## config.mk

```make
export PLATFORM = sky130hd
export DESIGN_NAME = cmvm_cell
export DESIGN_NICKNAME = d
export VERILOG_FILES = /design/src/hdl/cmvm_pkg.sv /design/src/hdl/cmvm_cell.sv
export SDC_FILE = /design/constraint.sdc
export NUM_CORES = 2
export LEC_CHECK = 0
export BUFFER_PORTS_ARGS = -buffer_cell sky130_fd_sc_hd__buf_2
export CORE_UTILIZATION = 40
export DETAILED_ROUTE_END_ITERATION = 6
export MAX_ROUTING_LAYER = met4
export PLACE_DENSITY = 0.54
export REMOVE_ABC_BUFFERS = 1
export SLEW_MARGIN = 15
export SYNTH_ARGS = -nofsm -noshare
export SYNTH_HDL_FRONTEND = slang
export SYNTH_SLANG_ARGS = --single-unit
```

## constraint.sdc

```tcl
create_clock -name clk -period 19.2 [get_ports clk]
set_input_delay 3.84 -clock clk [delete_from_list [all_inputs] [get_ports clk]]
set_output_delay 3.84 -clock clk [all_outputs]
set_load 0.1 [all_outputs]
```

## src/hdl/cmvm_pkg.sv

```systemverilog
`timescale 1ns / 1ps
`default_nettype none
// ----------------------------------------------------------------------------
// cmvm_pkg
// Shared sizes, codes and the partial-sum word passed along the cell chain.
// ----------------------------------------------------------------------------
package cmvm_pkg;

  localparam int MAX_DIM = 16;
  localparam int IDX_W   = $clog2(MAX_DIM);
  localparam int CNT_W   = IDX_W + 1;
  localparam int VAL_W   = 16;
  localparam int PROD_W  = 2 * VAL_W;
  localparam int ACC_W   = 40;

  // input function codes
  localparam logic FN_MAT = 1'b0;
  localparam logic FN_VEC = 1'b1;

  // result status codes
  localparam logic [1:0] ST_OK     = 2'd0;
  localparam logic [1:0] ST_BOUNDS = 2'd1;
  localparam logic [1:0] ST_SIZE   = 2'd2;

  // one row's partial sum travelling down the chain
  typedef struct packed {
    logic                    valid;
    logic                    last;
    logic [IDX_W-1:0]        row;
    logic signed [ACC_W-1:0] acc_re;
    logic signed [ACC_W-1:0] acc_im;
  } cmvm_tok_t;

  // matrix entry write; data broadcast to all cells, write enable only to the addressed column's cell
  typedef struct packed {
    logic                    we;
    logic [IDX_W-1:0]        row;
    logic signed [VAL_W-1:0] re;
    logic signed [VAL_W-1:0] im;
  } cmvm_mwr_t;

endpackage : cmvm_pkg
`default_nettype wire

```

## src/hdl/cmvm_cell.sv

```systemverilog
`timescale 1ns / 1ps
`default_nettype none
// ----------------------------------------------------------------------------
// cmvm_cell
// One matrix column and one vector element; adds its complex product to the
// passing row sum over two stages (multiply, then accumulate).
// ----------------------------------------------------------------------------
module cmvm_cell
  import cmvm_pkg::*;
(
  input  wire logic                    clk,
  input  wire logic                    rst_n,
  input  wire logic                    adv,
  input  wire logic                    col_en,
  input  wire cmvm_mwr_t               mwr,
  input  wire logic                    vec_we,
  input  wire logic signed [VAL_W-1:0] vec_re,
  input  wire logic signed [VAL_W-1:0] vec_im,
  input  wire cmvm_tok_t               tok_in,
  output cmvm_tok_t                    tok_out
);

  logic signed [VAL_W-1:0]  col_re_r [MAX_DIM];
  logic signed [VAL_W-1:0]  col_im_r [MAX_DIM];
  logic [MAX_DIM-1:0]       col_vld_r;
  logic signed [VAL_W-1:0]  vre_r, vim_r;

  logic signed [VAL_W-1:0]  a_re, a_im;
  logic signed [PROD_W-1:0] rr_r, ii_r, ri_r, ir_r;
  logic signed [PROD_W-1:0] rr_nxt, ii_nxt, ri_nxt, ir_nxt;
  cmvm_tok_t                s1_tok_r, out_tok_r, out_tok_nxt;

  // column storage; entries never written read as zero
  always_ff @(posedge clk) begin
    if (mwr.we) begin
      col_re_r[mwr.row] <= mwr.re;
      col_im_r[mwr.row] <= mwr.im;
    end
    if (vec_we) begin
      vre_r <= vec_re;
      vim_r <= vec_im;
    end
  end

  always_ff @(posedge clk) begin
    if (!rst_n) begin
      col_vld_r <= '0;
    end else if (mwr.we) begin
      col_vld_r[mwr.row] <= 1'b1;
    end
  end

  always_comb begin
    a_re = col_vld_r[tok_in.row] ? col_re_r[tok_in.row] : '0;
    a_im = col_vld_r[tok_in.row] ? col_im_r[tok_in.row] : '0;
    if (col_en) begin
      rr_nxt = a_re * vre_r;
      ii_nxt = a_im * vim_r;
      ri_nxt = a_re * vim_r;
      ir_nxt = a_im * vre_r;
    end else begin
      rr_nxt = '0;
      ii_nxt = '0;
      ri_nxt = '0;
      ir_nxt = '0;
    end
  end

  always_ff @(posedge clk) begin
    if (adv) begin
      rr_r <= rr_nxt;
      ii_r <= ii_nxt;
      ri_r <= ri_nxt;
      ir_r <= ir_nxt;
    end
  end

  always_comb begin
    out_tok_nxt        = s1_tok_r;
    out_tok_nxt.acc_re = s1_tok_r.acc_re + ACC_W'(rr_r) - ACC_W'(ii_r);
    out_tok_nxt.acc_im = s1_tok_r.acc_im + ACC_W'(ri_r) + ACC_W'(ir_r);
  end

  always_ff @(posedge clk) begin
    if (!rst_n) begin
      s1_tok_r  <= '0;
      out_tok_r <= '0;
    end else if (adv) begin
      s1_tok_r  <= tok_in;
      out_tok_r <= out_tok_nxt;
    end
  end

  assign tok_out = out_tok_r;

endmodule : cmvm_cell
`default_nettype wire

```

# Yosys cells after proc, flatten, opt, wreduce, memory -nomap -nowiden
# Memory sizes are Yosys's and may differ from the RTL's.
# Index checks and enable logic that the tools add are counted.
# totals
ff_bits	348
mem_bits_rw	512
inputBits	160
wordCells	40
mem_count	2
# mem_list
memory	words	width	rd	rd_ports_with_merged_regs	write_ports	line	source
col_im_r	16	16	1	0	1	cmvm_cell.sv:24	logic signed [VAL_W-1:0] col_im_r [MAX_DIM];
col_re_r	16	16	1	0	1	cmvm_cell.sv:23	logic signed [VAL_W-1:0] col_re_r [MAX_DIM];
# classes
n_addsub	4
multipliers	4
n_lt_le_gt_ge	3
muxes	8
n_bitwise	1
n_reduce_logical	1
# op_table
op	count
$mul 16x16->32	4
$add 40x32->40	3
$sub 40x32->40	1
$mux 16	2
$or 16x16->16	1
$lt 4x5->1 const B	2
$bmux 1 s4	1
$demux 1 s4	1
$ge 4x1->1 const B	1
$mux 1	4
$logic_and 1x1->1	1

# Logic depth before layout (Yosys ltp)
# logic_depth
word_depth	5
depth_mapped	31

# Worst setup path after synthesis
# OpenSTA, ideal clock, no wires.
# synth_path
kind	input port to flip-flop
startpoint	input port tok_in[82] (netlist name)
endpoint	register ii_r[27] (data pin)
setup_ns	0.266
arrival_ns	10.867
setup_slack_ns	8.067
cell_stages	29
path_buffers	5
cell_sequence	buf_2 buf_2 buf_2 clkbuf_1 mux4_2 mux4_2 nor2b_4 buf_2 and2_1 fa_1 inv_1 fa_1 fa_1 inv_1 fa_1 fa_1 inv_1 fa_1 inv_1 ha_1 and3_1 a311o_1 o221ai_1 nor2_1 o21ai_0 o21ai_0 a21oi_1 xor2_1 nor2_1
# synth_via
elab_chain_cells	4
elab_cells_between_ends	5
classes_between	mul: 1; mux: 3; memory: 1
# synth_rtl
item	line	source
from (decl)	cmvm_cell.sv:19	input wire cmvm_tok_t tok_in,
$bmux 1 s4	cmvm_cell.sv:55	a_im = col_vld_r[tok_in.row] ? col_im_r[tok_in.row] : '0;
$mux 1 (not written as such)	cmvm_cell.sv:55	
$mux 16 *	cmvm_cell.sv:55	
$mul 16x16->32 *	cmvm_cell.sv:58	ii_nxt = a_im * vim_r;
to (signal assigned)	cmvm_cell.sv:72	ii_r <= ii_nxt;
to (decl)	cmvm_cell.sv:29	logic signed [PROD_W-1:0] rr_r, ii_r, ri_r, ir_r;
# Mark *: on every way between the ends. The rest lies on a longest branch, timed or not. The select of a mux whose other input is x is not followed.
# A chain may end at the register's enable or synchronous reset.

# Worst setup path in the final report
# layout_path
startpoint	input port tok_in[80] (netlist name)
endpoint	register ri_r[31] (data pin)
# layout_via
elab_chain_cells	4
elab_cells_between_ends	5
classes_between	mul: 1; mux: 3; memory: 1
# layout_rtl
item	line	source
$bmux 1 s4	cmvm_cell.sv:54	a_re = col_vld_r[tok_in.row] ? col_re_r[tok_in.row] : '0;
$mux 1 (not written as such)	cmvm_cell.sv:54	
$mux 16 *	cmvm_cell.sv:54	
$mul 16x16->32 *	cmvm_cell.sv:59	ri_nxt = a_re * vim_r;
to (signal assigned)	cmvm_cell.sv:73	ri_r <= ri_nxt;
to (decl)	cmvm_cell.sv:29	
# Marks and branches as above.

==> results.toml <==
[global_routing]
grtUsageTotal_pct = 22.6
gr-total-overflow = 0
grt_first_pass_wirelength_um = 326000
grt_antenna_before_repair = 17
grt_pass1_vias = 53597
grt_max_degree = 127

[sta]
fin_skew_ps = 93.1
setup_viol = 0
finalMaxSlewViolations = 0
rsz0062_at_grt = "false"
hold_viol = 0
min_period_over_period_pct = 67.8
finalCriticalPeriod_ps = 13010
max_freq_mhz = 76.9
worst_pin_slew_ps = 1200
fin_setup_tns_ps = 0
relSlewSlack_pct = 20.0

[critical_path]
crit_top_cell = "fa_1"
crit_family = "adder cells"
cpMaxStageDelayCell = "nor2b_4"
end_kind = "register"
start_kind = "primary input"
worstPathRequired_ps = 19660
crit_type = "primary input to register"
crit_path_max_fanout = 59
crit_path_max_incr_delay_ps = 960
crit_buf_inv = 6
arrival_ps = 13470

[drt]
viasPerCell = 5.12
drtAntennaViolNets = 0
drtIter0Drc = 3071
wl_um = 210000
drtPass1Iterations = 5
wl_per_cell_um = 21.8
drc_errors = 0
vias = 49278

[final_layout]
final_util_pct = 44.1
area_growth_pct = 9.45
layout-drive-gt1-share_pct = 10.2
nets = 8689
mostFrequentLayoutCell = "inv_1"
final_cell_mix = "1343 x inv_1, 1127 x fa_1, 672 x edfxtp_1"

[synthesis]
synthDistinctLibCells = 78
ys.flop_type = "edfxtp_1"
synth_area_um2 = 77700
synth-seq-cells = 860
yosys_warnings = 0
synth_edf_count = 672
async_flop_share_pct = 0
ys_seq_area_share_pct = 30.8
postSynthCellCount = 6850
syn_avg_cell_area_um2 = 11.3

[placed_design]
hpwl_um = 148000
io_buffers = 245
routabilityCongestion = 0.867

[floorplan]
rows = 161
die_h_um = 443
io_pins = 246
start_util_pct = 40.3
die_area_um2 = 196000
core_um2 = 193000
die_x_um = 443

[clocking]
cts-root-buf = "clkbuf_16"
cts_max_level = 3
insertion_delay_ps = 800
clkTransAtPathRegs_ps = 60
cts.sinks = 860
postCtsHoldBufs = 0
cts_setup_buffers = 0
clock_path_buffers = 3
cts_resized = 0
cts-buffers-inserted = 98
tritoncts = "done"

[run]
cap_violations = 0

[status]
outcome = "finished clean"

[pwr]
leakage_nw = 38.4
power_density_nw_per_um2 = 136
peakVddDrop_mv = 0.104
power_mw = 11.5

[hold_path]
hold_class = "register to register"
## cells by family after synthesis
family          after synthesis  synth area share [%]
buf+inv                    1647                  8.32
simple gates               1706                  11.5
mux                         291                  6.48
compound gates              622                  5.15
flops                       860                  30.8
xor+xnor                    189                  2.13
fa+ha+maj                  1535                  35.6
## report_power, final
part           internal [mW]  total (mW)  switching [mW]
sequential              2.31        2.51           0.199
clock                   1.09        1.94           0.850
combinational           2.73        7.09            4.36
total                   6.13        11.5            5.41
## tightest hold or removal path: stages, from the launching register on
cell and delay, ps:
dfxtp_1 320, nand2_1 40, o21ai_0 50
## synth_stat cells (123+ instances only)
master | number | area (um2)
a21oi_1 | 175 | 876
and2_1 | 579 | 3620
clkbuf_1 | 211 | 792
dfxtp_1 | 188 | 3760
edfxtp_1 | 672 | 20200
fa_1 | 1127 | 22600
ha_1 | 408 | 5100
inv_1 | 1343 | 5040
mux2i_1 | 125 | 1250
mux4_2 | 146 | 3290
nand2_1 | 528 | 1980
nor2_1 | 217 | 815
nor2b_1 | 161 | 1010
o21ai_0 | 123 | 616
xnor2_1 | 124 | 1090
## layout make-up
cell class	instances	area, um2
Antenna cell	16	40.0
Clock buffer	125	2640
Clock inverter	60	707
Fill cell	18054	108000
Inverter	1346	5050
Multi-Input combinational cell	4343	47400
Sequential cell	860	23900
Tap cell	2526	3160
Timing Repair Buffer	345	2040
## through the flow
stage          hold slack [ps]  instance area, um2  instances  worst slack, ps
6_report                   452               85000       9621             6190
3_3_place_gp               437               81600       9420             5250
2_1_floorplan              432               76200       6549             5480
5_1_grt                    483               85000       9617             5620
4_1_cts                    460               85000       9605             6050
3_5_place_dp               443               81600       9420             5270
## sequential cells by signal, summed over array words and instances (netlist names)
name / count
vre_r: 16
out_tok_nxt: 6
col_vld_r: 16
col_im_r: 256
s1_tok_r: 80
ii_r: 32
vim_r: 16
ri_r: 32
tok_out: 86
rr_r: 32
col_re_r: 256
ir_r: 32
## metal layers
| layer | part of all wire (%) | up-vias | wire length (um) | global-route usage (%) |
|---|---|---|---|---|
| li1 | - | 22157 | - | - |
| met1 | 43 | 25624 | 90200 | 28.4 |
| met2 | 49 | 1190 | 103000 | 37.9 |
| met3 | 4.9 | 307 | 10300 | 3.24 |
| met4 | 3.1 | 0 | 6420 | 6.51 |
| met5 | 0 | - | 0 | - |
## final timing paths
kind,slack [ps],from,to,depth (start not counted)
worst max-delay path,6190,tok_in[80],ri_r[31],25
worst min-delay path,450,tok_out[79],tok_out[79],2
worst max register to register,10030,col_vld_r[4],ri_r[31],26
worst min register to register,450,tok_out[79],tok_out[79],2
Note: power is estimated with default switching activity, not from simulation.
